## src/hdl/assert_macros.svh

```systemverilog
// assertion helpers used by the decoder core
`ifndef ASSERT_MACROS_SVH
`define ASSERT_MACROS_SVH

// same-cycle implication, checked out of reset
`define AST_IMPL(name, pre, post, msg) \
    name: assert property (@(posedge i_clk) disable iff (!i_rst_n) (pre) |-> (post)) \
        else $error(msg);

// next-cycle implication, checked out of reset
`define AST_NEXT(name, pre, post, msg) \
    name: assert property (@(posedge i_clk) disable iff (!i_rst_n) (pre) |=> (post)) \
        else $error(msg);

`endif

```

## src/hdl/usbd_pkg.sv

```systemverilog
// ----------------------------------------------------------------------------
// usbd_pkg
// shared types, constants and helpers of the unique string block decoder
// ----------------------------------------------------------------------------
package usbd_pkg;

    localparam int BUF_W   = 32;
    localparam int FILL_W  = 6;
    localparam int BC_W    = 10;
    localparam int UC_W    = 8;
    localparam int MAX_RES = 36;

    localparam logic [1:0] ERR_OK     = 2'd0;
    localparam logic [1:0] ERR_PACKED = 2'd1;
    localparam logic [1:0] ERR_REF    = 2'd2;

    typedef struct packed {
        logic clr;
        logic load;
        logic take;
    } t_bb_ctrl;

    function automatic logic [3:0] bit_len(input logic [9:0] v);
        logic [3:0] r;
        r = 4'd0;
        for (int i = 0; i < 10; i++) begin
            if (v[i]) begin
                r = 4'(i + 1);
            end
        end
        return r;
    endfunction

endpackage

```

## src/hdl/usbd_bitbuf.sv

```systemverilog
// ----------------------------------------------------------------------------
// usbd_bitbuf
// stream bit buffer, bytes appended at the fill level, bits leave one a cycle on take
// ----------------------------------------------------------------------------
module usbd_bitbuf (
    input  logic                             i_clk,
    input  logic                             i_rst_n,
    input  usbd_pkg::t_bb_ctrl               i_ctrl,
    input  logic [7:0]                       i_byte,
    output logic [5:0]                       o_peek,
    output logic [usbd_pkg::FILL_W-1:0]      o_fill
);

    logic [usbd_pkg::BUF_W-1:0]  r_buf, n_buf;
    logic [usbd_pkg::FILL_W-1:0] r_fill, n_fill;

    always_comb begin
        n_buf  = r_buf;
        n_fill = r_fill;
        if (i_ctrl.clr) begin
            n_buf  = '0;
            n_fill = '0;
        end else if (i_ctrl.load) begin
            // bytes past a fill of 24 are dropped
            if (r_fill <= 6'd24) begin
                n_buf  = r_buf | (usbd_pkg::BUF_W'(i_byte) << r_fill[4:0]);
                n_fill = r_fill + 6'd8;
            end
        end else if (i_ctrl.take) begin
            n_buf  = r_buf >> 1;
            n_fill = r_fill - 6'd1;
        end
    end

    always_ff @(posedge i_clk) begin
        if (!i_rst_n) begin
            r_buf  <= '0;
            r_fill <= '0;
        end else begin
            r_buf  <= n_buf;
            r_fill <= n_fill;
        end
    end

    assign o_peek = r_buf[5:0];
    assign o_fill = r_fill;

endmodule

```

## config.mk

```make
export PLATFORM = sky130hd
export DESIGN_NAME = usbd_bitbuf
export DESIGN_NICKNAME = d
export VERILOG_FILES = /design/src/hdl/assert_macros.svh /design/src/hdl/usbd_pkg.sv /design/src/hdl/usbd_bitbuf.sv
export SDC_FILE = /design/constraint.sdc
export NUM_CORES = 1
export LEC_CHECK = 0
export BUFFER_PORTS_ARGS = -buffer_cell sky130_fd_sc_hd__buf_4
export CAP_MARGIN = 20
export CELL_PAD_IN_SITES_DETAIL_PLACEMENT = 2
export CELL_PAD_IN_SITES_GLOBAL_PLACEMENT = 2
export CORE_MARGIN = 4
export CORE_UTILIZATION = 28
export DETAILED_ROUTE_END_ITERATION = 8
export GPL_TIMING_DRIVEN = 0
export PLACE_DENSITY = 0.7
export SLEW_MARGIN = 40
export SYNTH_ARGS = -nofsm -noshare
export SYNTH_HDL_FRONTEND = slang
export SYNTH_SLANG_ARGS = --single-unit
```

## constraint.sdc

```tcl
create_clock -name i_clk -period 3.5 [get_ports i_clk]
set_clock_uncertainty 0.15 [all_clocks]
set_input_delay 0 -clock i_clk [delete_from_list [all_inputs] [get_ports i_clk]]
set_output_delay 0 -clock i_clk [all_outputs]
set_load 0.01 [all_outputs]
```

==> impl_metrics.ini <==
[die]
die-height_um = 103
die_x_um = 103
core_area_mm2 = 0.00876
rows = 34
io_pins = 25
die_area_mm2 = 0.0106
start_util_pct = 28.8

[yosys]
synth_common_cells = dfxtp_1, o21ai_0, nand2_1
yosysSeqAreaShare_pct = 30.1
synthMuxAreaShare_pct = 9.11
yosysWarnings = 0
synth_top_area_cell = dfxtp_1
synthXorXnorAreaFrac_pct = 1.04
synth_compound_area_share_pct = 28.1
synthAdderAreaFrac_pct = 1.98
synth_flop_cell = dfxtp_1
syn_nets = 332
async_reset_ff_share_pct = 0
synth_top_family_by_area = compound AO/OA/AOI/OAI gates
syn_area_mm2 = 0.00253
syn_inst = 315
synth-edff-count = 0
yosysUniqueCellTypes = 56
synth_most_common_cell = dfxtp_1
synth_area_leaders = dfxtp_1, o21ai_0, a21oi_1
synth_top_area_share_pct = 30.1
postSynthAreaPerCell_um2 = 8.02
yosys.area_share.simple_pct = 19.9
ys_ff_latch = 38

[clock_network]
clock_path_buffers = 2
clockRootBuffer = clkbuf_8
clock_latency_ns = 0.30
cts_num_sinks = 38
post_cts_resize_count = 0
htree_num_levels = 2
tritoncts = done
clk_pin_slew_ns = 0.08
postCtsHoldBufs = 1
cts_made_buffers = 5
postCtsSetupBuffers = 0

[placement]
portBuffers = 23
gp_congestion = 0.913
hpwlAfterDp_mm = 7.54

[power_and_ir_drop]
peakVddDrop_uv = 143
cellPowerDensity_mw_per_mm2 = 375
power_w = 0.00111
p_leak_nw = 1.07

[critical_path]
worstPathRequired_ns = 3.53
end_kind = flip-flop
slowest_stage = o21ai_1
path_cells = buf_6 > buf_4 > inv_1 > ha_1 > nor2b_1 > o21ai_1 > nand2_2 > buf_2 > nand4_1 > nand3_1
critPathArrivalTime_ns = 2.90
crit_type = reg2reg
cp_slowest_stage_delay_ns = 0.46
worstSetupStartpointType = flip-flop
worstPathMaxFanout = 10

[grt]
grt_pass1_vias = 2742
antenna_found_initial = 0
grt_max_degree = 12
grt_first_pass_wirelength_mm = 15.9
track_usage_pct = 19.9
overflow = 0

[cells_and_area]
diodes = 0
fill_cells = 1041
seq_area_um2 = 761
multi_input_area_mm2 = 0.00152
area_growth_syn_to_layout_pct = 16.8
drive_gt1_share_pct = 21.0
final_nets = 363

[worst_hold_path]
hp-class = in2reg

[timing]
fin_crit_sh_pct = 81.9
fin_crit_ns = 2.87
rsz0062_at_grt = no
timing.final.max_slew_violations = 0
fin_setup_tns_ns = 0
relSlewSlack_pct = 44.3
max_freq_mhz = 349
worstMarginPinSlew_ns = 0.829
setup_viol = 0
hold_slack_ns = 0.0359
hold_viol_final = 0

[routing]
first_pass_iters = 4
vias = 2608
ant_nets = 0
routedWlPerCell_um = 21.9
drtIter0Drc = 175
viasPerCell = 5.73
finalWirelength_mm = 9.95
drc_errors = 0

[run]
cap_violations = 0

[status]
status = completed
-- final cells by class --
cell class                      count  share of cell area (%)
Multi-Input combinational cell    228                    51.5
Sequential cell                    38                    25.8
Timing Repair Buffer               24                    6.19
Buffer                             30                    5.93
Tap cell                          108                    4.58
Clock buffer                        7                    2.59
Inverter                           19                    2.42
Clock inverter                      1                    1.02
-- cell usage in the layout, fill, tap and decap left out, types with 3 or more instances in the layout --
master / n
clkbuf_1: 11
ha_1: 4
nand4_1: 7
nor3_1: 20
nor2b_1: 5
a211oi_1: 5
xnor2_1: 3
o21ai_1: 7
mux2i_1: 5
clkbuf_8: 5
o21a_1: 3
a21oi_1: 23
nand2_1: 25
o211ai_1: 3
mux2_2: 4
buf_2: 11
inv_1: 17
nand3_1: 9
and3_1: 3
buf_6: 3
o2111ai_1: 4
mux4_2: 5
a31oi_1: 5
o21ai_0: 30
o22ai_1: 3
buf_4: 30
a221oi_2: 3
a221oi_1: 5
dfxtp_1: 38
nor2_1: 17
-- report_power, final --
part / internal (W) / leakage, nW / total, W / switching [W]
clock: 0.000214 / 0.0524 / 0.000387 / 0.000173
sequential: 0.000447 / 0.309 / 0.000460 / 0.0000132
combinational: 0.0000935 / 0.708 / 0.000259 / 0.000165
-- layer usage --
layer	GRT usage [%]	vias to the layer above	part of all wire, %
met1	27.4	1329	48
li1	-	1221	-
met2	32.8	50	47
met5	0	-	0
met3	3.65	8	3.4
met4	3.88	0	1.1
-- sequential cells by signal (all words and copies together) (netlist names) --
name / flops
o_fill: 6
r_buf: 32
-- final timing paths --
kind	cells after the start	to	start	slack [ns]
max	10	r_buf[24]$_SDFFE_PP0P_	o_fill[1]$_SDFFE_PP0P_	0.63
min	4	r_buf[14]$_SDFFE_PP0P_	i_ctrl[2]	0.04
max reg2reg	10	r_buf[24]$_SDFFE_PP0P_	o_fill[1]$_SDFFE_PP0P_	0.63
min reg2reg	2	r_buf[25]$_SDFFE_PP0P_	r_buf[25]$_SDFFE_PP0P_	0.31
-- kinds of logic (layout without fill, tap and decap cells) --
family / count (synthesis) / after routing
AOI/OAI and AO/OA: 106 / 106
xor gates and xnor gates: 3 / 3
adders and majority gates: 4 / 4
buffers and inverters: 49 / 81
DFF: 38 / 38
muxes: 15 / 15
and+or+nand+nor: 100 / 100
-- metrics by stage --
stage          cell area (um2)  setup WS [ns]  utilization [%]  instances
3_5_place_dp              2840          0.702             32.4        446
6_report                  2950          0.635             33.7        455
3_3_place_gp              2840          0.768             32.4        446
5_1_grt                   2950          0.501             33.7        455
2_1_floorplan             2530           1.27                -        315
4_1_cts                   2950          0.688             33.7        455
-- worst max-delay path, delay by kind of cell (launching register included) --
family / cells / cell delay [ns]
simple gates: 4 / 0.66
compound gates: 1 / 0.46
buf+inv: 4 / 0.77
fa+ha+maj: 1 / 0.27
flops: 1 / 0.44
(Power assumes the default switching activity.)
