**config.mk**
```make
export PLATFORM = sky130hd
export DESIGN_NAME = usbd_ram
export DESIGN_NICKNAME = d
export VERILOG_FILES = /design/src/hdl/assert_macros.svh /design/src/hdl/usbd_ram.sv
export SDC_FILE = /design/constraint.sdc
export NUM_CORES = 1
export LEC_CHECK = 0
export ABC_CLOCK_PERIOD_IN_PS = 9250
export BUFFER_PORTS_ARGS = -buffer_cell sky130_fd_sc_hd__buf_2
export CAP_MARGIN = 20
export CORE_ASPECT_RATIO = 0.75
export CORE_MARGIN = 2
export CORE_UTILIZATION = 55
export CTS_CLUSTER_SIZE = 30
export DETAILED_ROUTE_END_ITERATION = 8
export PLACE_DENSITY = 0.74
export SLEW_MARGIN = 20
export SYNTH_ARGS = -nofsm -noshare
export SYNTH_HDL_FRONTEND = slang
export SYNTH_SLANG_ARGS = --single-unit
```
**constraint.sdc**
```tcl
create_clock -name i_clk -period 9.25 [get_ports i_clk]
set_input_delay 2.775 -clock i_clk [delete_from_list [all_inputs] [get_ports i_clk]]
set_output_delay 2.775 -clock i_clk [all_outputs]
set_load 0.01 [all_outputs]
```
**src/hdl/assert_macros.svh**
```systemverilog
// assertion helpers used by the decoder core
`ifndef ASSERT_MACROS_SVH
`define ASSERT_MACROS_SVH

// same-cycle implication, checked out of reset
`define AST_IMPL(name, pre, post, msg) \
    name: assert property (@(posedge i_clk) disable iff (!i_rst_n) (pre) |-> (post)) \
        else $error(msg);

// next-cycle implication, checked out of reset
`define AST_NEXT(name, pre, post, msg) \
    name: assert property (@(posedge i_clk) disable iff (!i_rst_n) (pre) |=> (post)) \
        else $error(msg);

`endif

```
**src/hdl/usbd_ram.sv**
```systemverilog
// ----------------------------------------------------------------------------
// usbd_ram
// generic ram, one write port and one registered read port
// ----------------------------------------------------------------------------
module usbd_ram #(
    parameter int WIDTH = 8,
    parameter int DEPTH = 128
) (
    input  logic                     i_clk,
    input  logic                     i_we,
    input  logic [$clog2(DEPTH)-1:0] i_waddr,
    input  logic [WIDTH-1:0]         i_wdata,
    input  logic                     i_re,
    input  logic [$clog2(DEPTH)-1:0] i_raddr,
    output logic [WIDTH-1:0]         o_rdata
);

    logic [WIDTH-1:0] r_mem [DEPTH];
    logic [WIDTH-1:0] r_q;

    always_ff @(posedge i_clk) begin
        if (i_we) begin
            r_mem[i_waddr] <= i_wdata;
        end
        if (i_re) begin
            r_q <= r_mem[i_raddr];
        end
    end

    assign o_rdata = r_q;

endmodule

```
==> results of run 1 <==
[final timing paths]
| path | startpoint | end | slack [ns] |
|---|---|---|---|
| hold reg to reg | r_mem[98][4]$_DFFE_PP_ | o_rdata[4]$_DFFE_PP_ | 1.22 |
| setup reg to reg | r_mem[31][4]$_DFFE_PP_ | o_rdata[4]$_DFFE_PP_ | 6.65 |
| hold / removal | r_mem[98][4]$_DFFE_PP_ | o_rdata[4]$_DFFE_PP_ | 1.22 |
| setup / recovery | i_raddr[2] | o_rdata[6]$_DFFE_PP_ | 3.52 |
[critical path, stage by stage]
cell	delay, ns
buf_8	0.65
buf_4	0.66
mux4_2	0.47
mux4_2	0.54
mux4_2	0.53
mux2_2	0.29
[metrics by stage]
stage          worst slack [ns]  cells  hold WS, ns
2_1_floorplan              3.83   1635         1.15
3_3_place_gp               2.82   2562         1.21
3_5_place_dp               2.85   2562         1.20
4_1_cts                    3.54   2719         1.22
5_1_grt                    3.38   2719         1.25
6_report                   3.52   2719         1.22
[layer usage]
metal / vias up / track usage, % / wire length, microns
met5: - / 0 / 0
met4: 0 / 4.79 / 1630
met3: 118 / 6.70 / 11000
met2: 1136 / 33.9 / 39300
met1: 9746 / 38.7 / 35700
li1: 7149 / - / -
[report_power, final]
part,total [mW],internal (mW),switching [mW]
sequential,5.18,5.17,0.00886
clock,3.62,1.99,1.62
combinational,0.461,0.186,0.275
[final cells by class]
cell class	count	area, sq um	share of cell area, %
well taps	957	1200	2.73
clock inverters	43	394	0.900
clock buffers	114	2380	5.44
repair buffers	59	447	1.02
flip-flops and latches	1032	31000	70.7
multi-input cells	514	8390	19.2
[cells by family (layout without fill, tap and decap cells)]
group                  count (synthesis)  after routing  synth area share, %
buffers and inverters                 89            216                 1.01
muxes                                344            344                 19.3
and+or+nand+nor                      170            170                 1.75
DFF                                 1032           1032                 78.0
[placed cells by master, fill, tap and decap left out]
master / instances
clkinvlp_4: 2
buf_4: 32
buf_2: 21
nor3_2: 6
clkbuf_16: 92
clkinv_8: 3
nand2b_1: 2
buf_8: 2
clkbuf_1: 22
clkinv_1: 17
mux4_2: 336
nand2_1: 14
or3_1: 1
edfxtp_1: 1032
clkinv_2: 12
nor3_1: 3
bufinv_16: 6
buf_6: 1
nand3_1: 12
inv_6: 3
mux2_2: 8
nor2b_1: 7
nor2_1: 120
nand4_1: 3
nor2_2: 2
buf_12: 3
[registers in the layout (all words and copies together) (netlist names)]
register / flops
r_mem: 1024
o_rdata: 8
==> out/metrics.csv, run 1 <==
metric,value,unit
final_core_util,61.1,%
power.total,9.25,mW
synth_area_leader_cell,edfxtp_1,
drv.max_cap_violation_count,0,
syn-cell-area,39700,sq um
layout_worst_path_cycle_share,61.9,%
detail_route.wl_per_cell,32.2,microns
cts.reportedPaths.clkPinSlew,0.06,ns
tritoncts_num_sinks,1032,
synthesis.area_per_instance,24.3,sq um
rsz0062_at_grt,no,
dpl_cell_area,41000,sq um
ff2ff_path_depth,4,
synth_commonest_cells,"edfxtp_1 (1,032), mux4_2 (336), nor2_1 (122)",
place.gp.congestion,0.816,
die_x,314,microns
worst_slew_pin_slew,1.06,ns
gr-total-overflow,0,
synth_cell_types,16,
syn_to_final_growth,10.2,%
holdBufCountCts,0,
yosys_warnings,0,
tritoncts.num_buffers,90,
antenna_left,0,
crit_fanout,113,
hold_critical_path_depth,4,
max_slew_margin,29.0,%
floorplan.die_area,74500,sq um
crit_path_start_kind,primary input,
detail_route.drc_violations,0,
holdCritPathClass,reg2reg,
place.detailed.hpwl,51600,microns
synth_seq_area_share,78.0,%
cts_repair_resize_count,0,
post_synth_main_area_contributors,"edfxtp_1 (78%), mux4_2 (19%), nor2_1 (1.2%)",
post-route-cell-area,43800,sq um
number_of_global_route_vias_before_repair,17800,
cts_tree,yes,
flop_and_latch_count_out_of_synthesis,1032,
final_hold_viol_count,0,
pwr_density_cell,211,nW/um^2
synth-async-reset-ratio,0,%
yosysTopAreaCellShare,78.0,%
skew,0.0251,ns
synth.net_count,1660,
final.min_clock_period,5.73,ns
achievable-frequency,0.175,GHz
chip_height,237,microns
cts_buffer_depth,3,
syn-instance-count,1635,
antennaDiodeCount,0,
run_status,finished clean,
root_buffer,clkbuf_16,
postCtsSetupBuffers,0,
worst_setup_path_end_kind,register,
final.fill_count,4748,
synth_ff_type,edfxtp_1,
clock_tree.htree_level_count,3,
fp-row-count,85,
initial_utilization,55.4,%
post-synth-top-count-cell,edfxtp_1,
final_layout_size_suffix_gt1_share,30.0,%
synth-edff-count,1032,
power.static_leakage,13.2,nW
initial_antenna_violation_count,6,
detailedRoute.firstIterationViolations,2860,
drtPass1Iterations,6,
global_route.usage.total,24.1,%
setup_tns,0,ns
final_nets,1722,
worst_ep_required_time,9.64,ns
final_max_slew_viol_count,0,
floorplan.io_pins,33,
route.detailed.vias_per_inst,6.67,
final-setup-viol-count,0,
timing_worst_setup_path_type,in2reg,
arrival,6.12,ns
port_buffers,32,
maximum_number_of_pins_on_one_net_before_global_route_repair,114,
clk_latency,0.66,ns
grt_first_pass_wirelength,127000,microns
vdd_ir_drop_max,0.195,mV
core_area,71700,sq um
totalWireLength,87700,microns
route.vias.total,18100,
Note: power is estimated with default switching activity, not from simulation.
==> inputs of run 2 (changes only) <==
--- a/config.mk
+++ b/config.mk
@@ -5,7 +5,7 @@
 export SDC_FILE = /design/constraint.sdc
 export NUM_CORES = 1
 export LEC_CHECK = 0
-export ABC_CLOCK_PERIOD_IN_PS = 9250
+export ABC_CLOCK_PERIOD_IN_PS = 5900
 export BUFFER_PORTS_ARGS = -buffer_cell sky130_fd_sc_hd__buf_2
 export CAP_MARGIN = 20
 export CORE_ASPECT_RATIO = 0.75
==> constraint.sdc (replaced) <==
create_clock -name i_clk -period 5.9 [get_ports i_clk]
set_input_delay 1.77 -clock i_clk [delete_from_list [all_inputs] [get_ports i_clk]]
set_output_delay 1.77 -clock i_clk [all_outputs]
set_load 0.01 [all_outputs]
==> run 2 against run 1 <==
Worst setup slack worse by 1.8 ns. Non-clock buffer count up 48. Worst hold slack got worse by 0.0099 ns. Register-to-register slack got worse by 3.3 ns. Final cell count is 2.4% higher. Sequential cell count unchanged. Wire length up 3.0%. Sequential share of layout area decreased by 0.86 points. Clock-buffer cell count shrank 2. Clock power rose by 58%. First-iteration DRC count grew 4.3%. Critical endpoint is now o_rdata[5]$_DFFE_PP_. Largest cell class unchanged. Highest routed layer is now met5.
==> out/metrics.csv, run 2 (synthesized netlist as in run 1, its figures left out) <==
metric,value,unit,change
topRoutingLayerUsed,met5,,
tritoncts.num_buffers,92,,+2.2%
final-setup-viol-count,0,,unchanged
max_slew_margin,24.9,%,-4.1 points
worst_slew_pin_slew,1.12,ns,+0.0590 ns
route.met3.wl,10500,microns,-5.0%
holdBufCountCts,0,,unchanged
floorplan.io_pins,33,,unchanged
detail_route.wl_per_cell,32.4,microns,+0.52%
antenna_left,0,,unchanged
pwr_density_cell,329,nW/um^2,+56%
clock_tree.htree_level_count,3,,unchanged
fp-row-count,85,,unchanged
initial_antenna_violation_count,11,,+5
final_hold_viol_count,0,,unchanged
place.gp.congestion,0.866,,+6.1%
postCtsSetupBuffers,0,,unchanged
gr-total-overflow,0,,unchanged
run_status,finished clean,,
global_route.usage.total,25.1,%,+0.90 points
crit_path_start_kind,primary input,,
power.static_leakage,13.6,nW,+2.6%
root_buffer,clkbuf_16,,
drv.max_cap_violation_count,0,,unchanged
detailedRoute.firstIterationViolations,2983,,+4.3%
initial_utilization,55.4,%,unchanged
hold_critical_path_depth,4,,unchanged
totalWireLength,90300,microns,+3.0%
final.min_clock_period,4.21,ns,
cts_repair_resize_count,0,,unchanged
largest_register_ffs,1024,,unchanged
drtPass1Iterations,6,,unchanged
route.detailed.vias_per_inst,6.67,,about the same
vdd_ir_drop_max,0.279,mV,+44%
worst_ep_required_time,6.31,ns,-3.33 ns
layout_worst_path_cycle_share,71.3,%,
dp_cells,2610,,+1.9%
cts_buffer_depth,3,,unchanged
crit_fanout,29,,-74%
ff2ff_path_depth,4,,unchanged
route.vias.total,18600,,+2.4%
arrival,4.62,ns,-1.50 ns
core_area,71700,sq um,unchanged
cts_tree,yes,,
achievable-frequency,0.238,GHz,
pre_cts_slack,1.00,ns,-1.85 ns
largest_register,r_mem,,
die_x,314,microns,unchanged
worst_setup_path_end_kind,register,,
met1_length,36100,microns,+1.2%
timing_worst_setup_path_type,in2reg,,
maximum_number_of_pins_on_one_net_before_global_route_repair,90,,-21%
place.detailed.hpwl,55100,microns,+6.8%
port_buffers,32,,unchanged
finalNonFillerCells,2785,,+2.4%
floorplan.die_area,74500,sq um,unchanged
setup_tns,0,ns,unchanged
number_of_global_route_vias_before_repair,18300,,+3.1%
layout_commonest_cell,edfxtp_1,,
chip_height,237,microns,unchanged
holdCritPathClass,reg2reg,,
syn_to_final_growth,11.6,%,
cts.reportedPaths.clkPinSlew,0.06,ns,about the same
rrSetupSlack,3.33,ns,-3.32 ns
final_layout_size_suffix_gt1_share,32.1,%,+2.1 points
final_max_slew_viol_count,0,,unchanged
commonest_cells_after_routing_fill_and_taps_aside,"edfxtp_1 (1,032), mux4_2 (336), nor2_1 (121)",,
detail_route.drc_violations,0,,unchanged
skew,0.0324,ns,+0.00732 ns
final_nets,1772,,+2.9%
tritoncts_num_sinks,1032,,unchanged
grt_first_pass_wirelength,132000,microns,+4.0%
final.fill_count,4672,,-1.6%
post-route-worst-setup-slack,1.69,ns,-1.83 ns
rsz0062_at_grt,no,,
clk_latency,0.67,ns,about the same
met2_wirelength,41600,microns,+5.8%
## run 2: cell types whose count changed in the layout (fill, tap and decap cells not counted), moves of 3 or more
cell / before / now
nor3_2: 6 / 3
clkinv_1: 17 / 24
clkinv_2: 12 / 22
buf_4: 32 / 72
nor3_1: 3 / 6
clkbuf_1: 22 / 18
buf_12: 3 / 12
diode_2: 0 / 4
## run 2: where the power goes
part	internal, mW	leakage (nW)	switching (mW)	total [mW]
registers	8.10	9.28	0.0186	8.12
clock network	3.14	1.40	2.59	5.73
logic	0.309	2.88	0.440	0.749
## run 2: final cells by class
class | count | area (sq um) | area share [%]
Antenna cell | 4 | 10.0 | 0.0226
Clock buffer | 112 | 2420 | 5.46
Clock inverter | 59 | 425 | 0.959
Multi-Input combinational cell | 514 | 8380 | 18.9
Sequential cell | 1032 | 31000 | 69.9
Tap cell | 957 | 1200 | 2.70
Timing Repair Buffer | 107 | 916 | 2.07
## run 2: worst max-delay path, stage by stage
cell and delay [ns]:
buf_8 0.29, buf_12 0.31, buf_4 0.22, mux4_2 0.54, mux4_2 0.58, mux4_2 0.55, mux2_2 0.29
## run 2: final timing paths
check	from	to
worst max-delay path	i_raddr[0]	o_rdata[5]$_DFFE_PP_
worst min-delay path	r_mem[21][0]$_DFFE_PP_	o_rdata[0]$_DFFE_PP_
worst min register to register	r_mem[21][0]$_DFFE_PP_	o_rdata[0]$_DFFE_PP_
worst max register to register	r_mem[101][2]$_DFFE_PP_	o_rdata[2]$_DFFE_PP_
## run 2: per-layer routing
layer	vias up	global-route usage (%)
met5	-	0
met4	16	6.08
met3	148	6.55
met2	1167	36.5
met1	9989	38.7
li1	7266	-
## run 2: metrics by stage
stage | area, sq um | util, % | total power [mW] | hold slack, ns
after floorplan | 39700 | - | 8.68 | 1.15
after global placement | 41500 | 57.8 | 9.00 | 1.22
after detailed placement | 41500 | 57.9 | 9.02 | 1.20
after CTS | 44300 | 61.8 | 14.7 | 1.21
after global routing | 44300 | 61.9 | 15.0 | 1.25
final | 44300 | 61.9 | 14.6 | 1.21
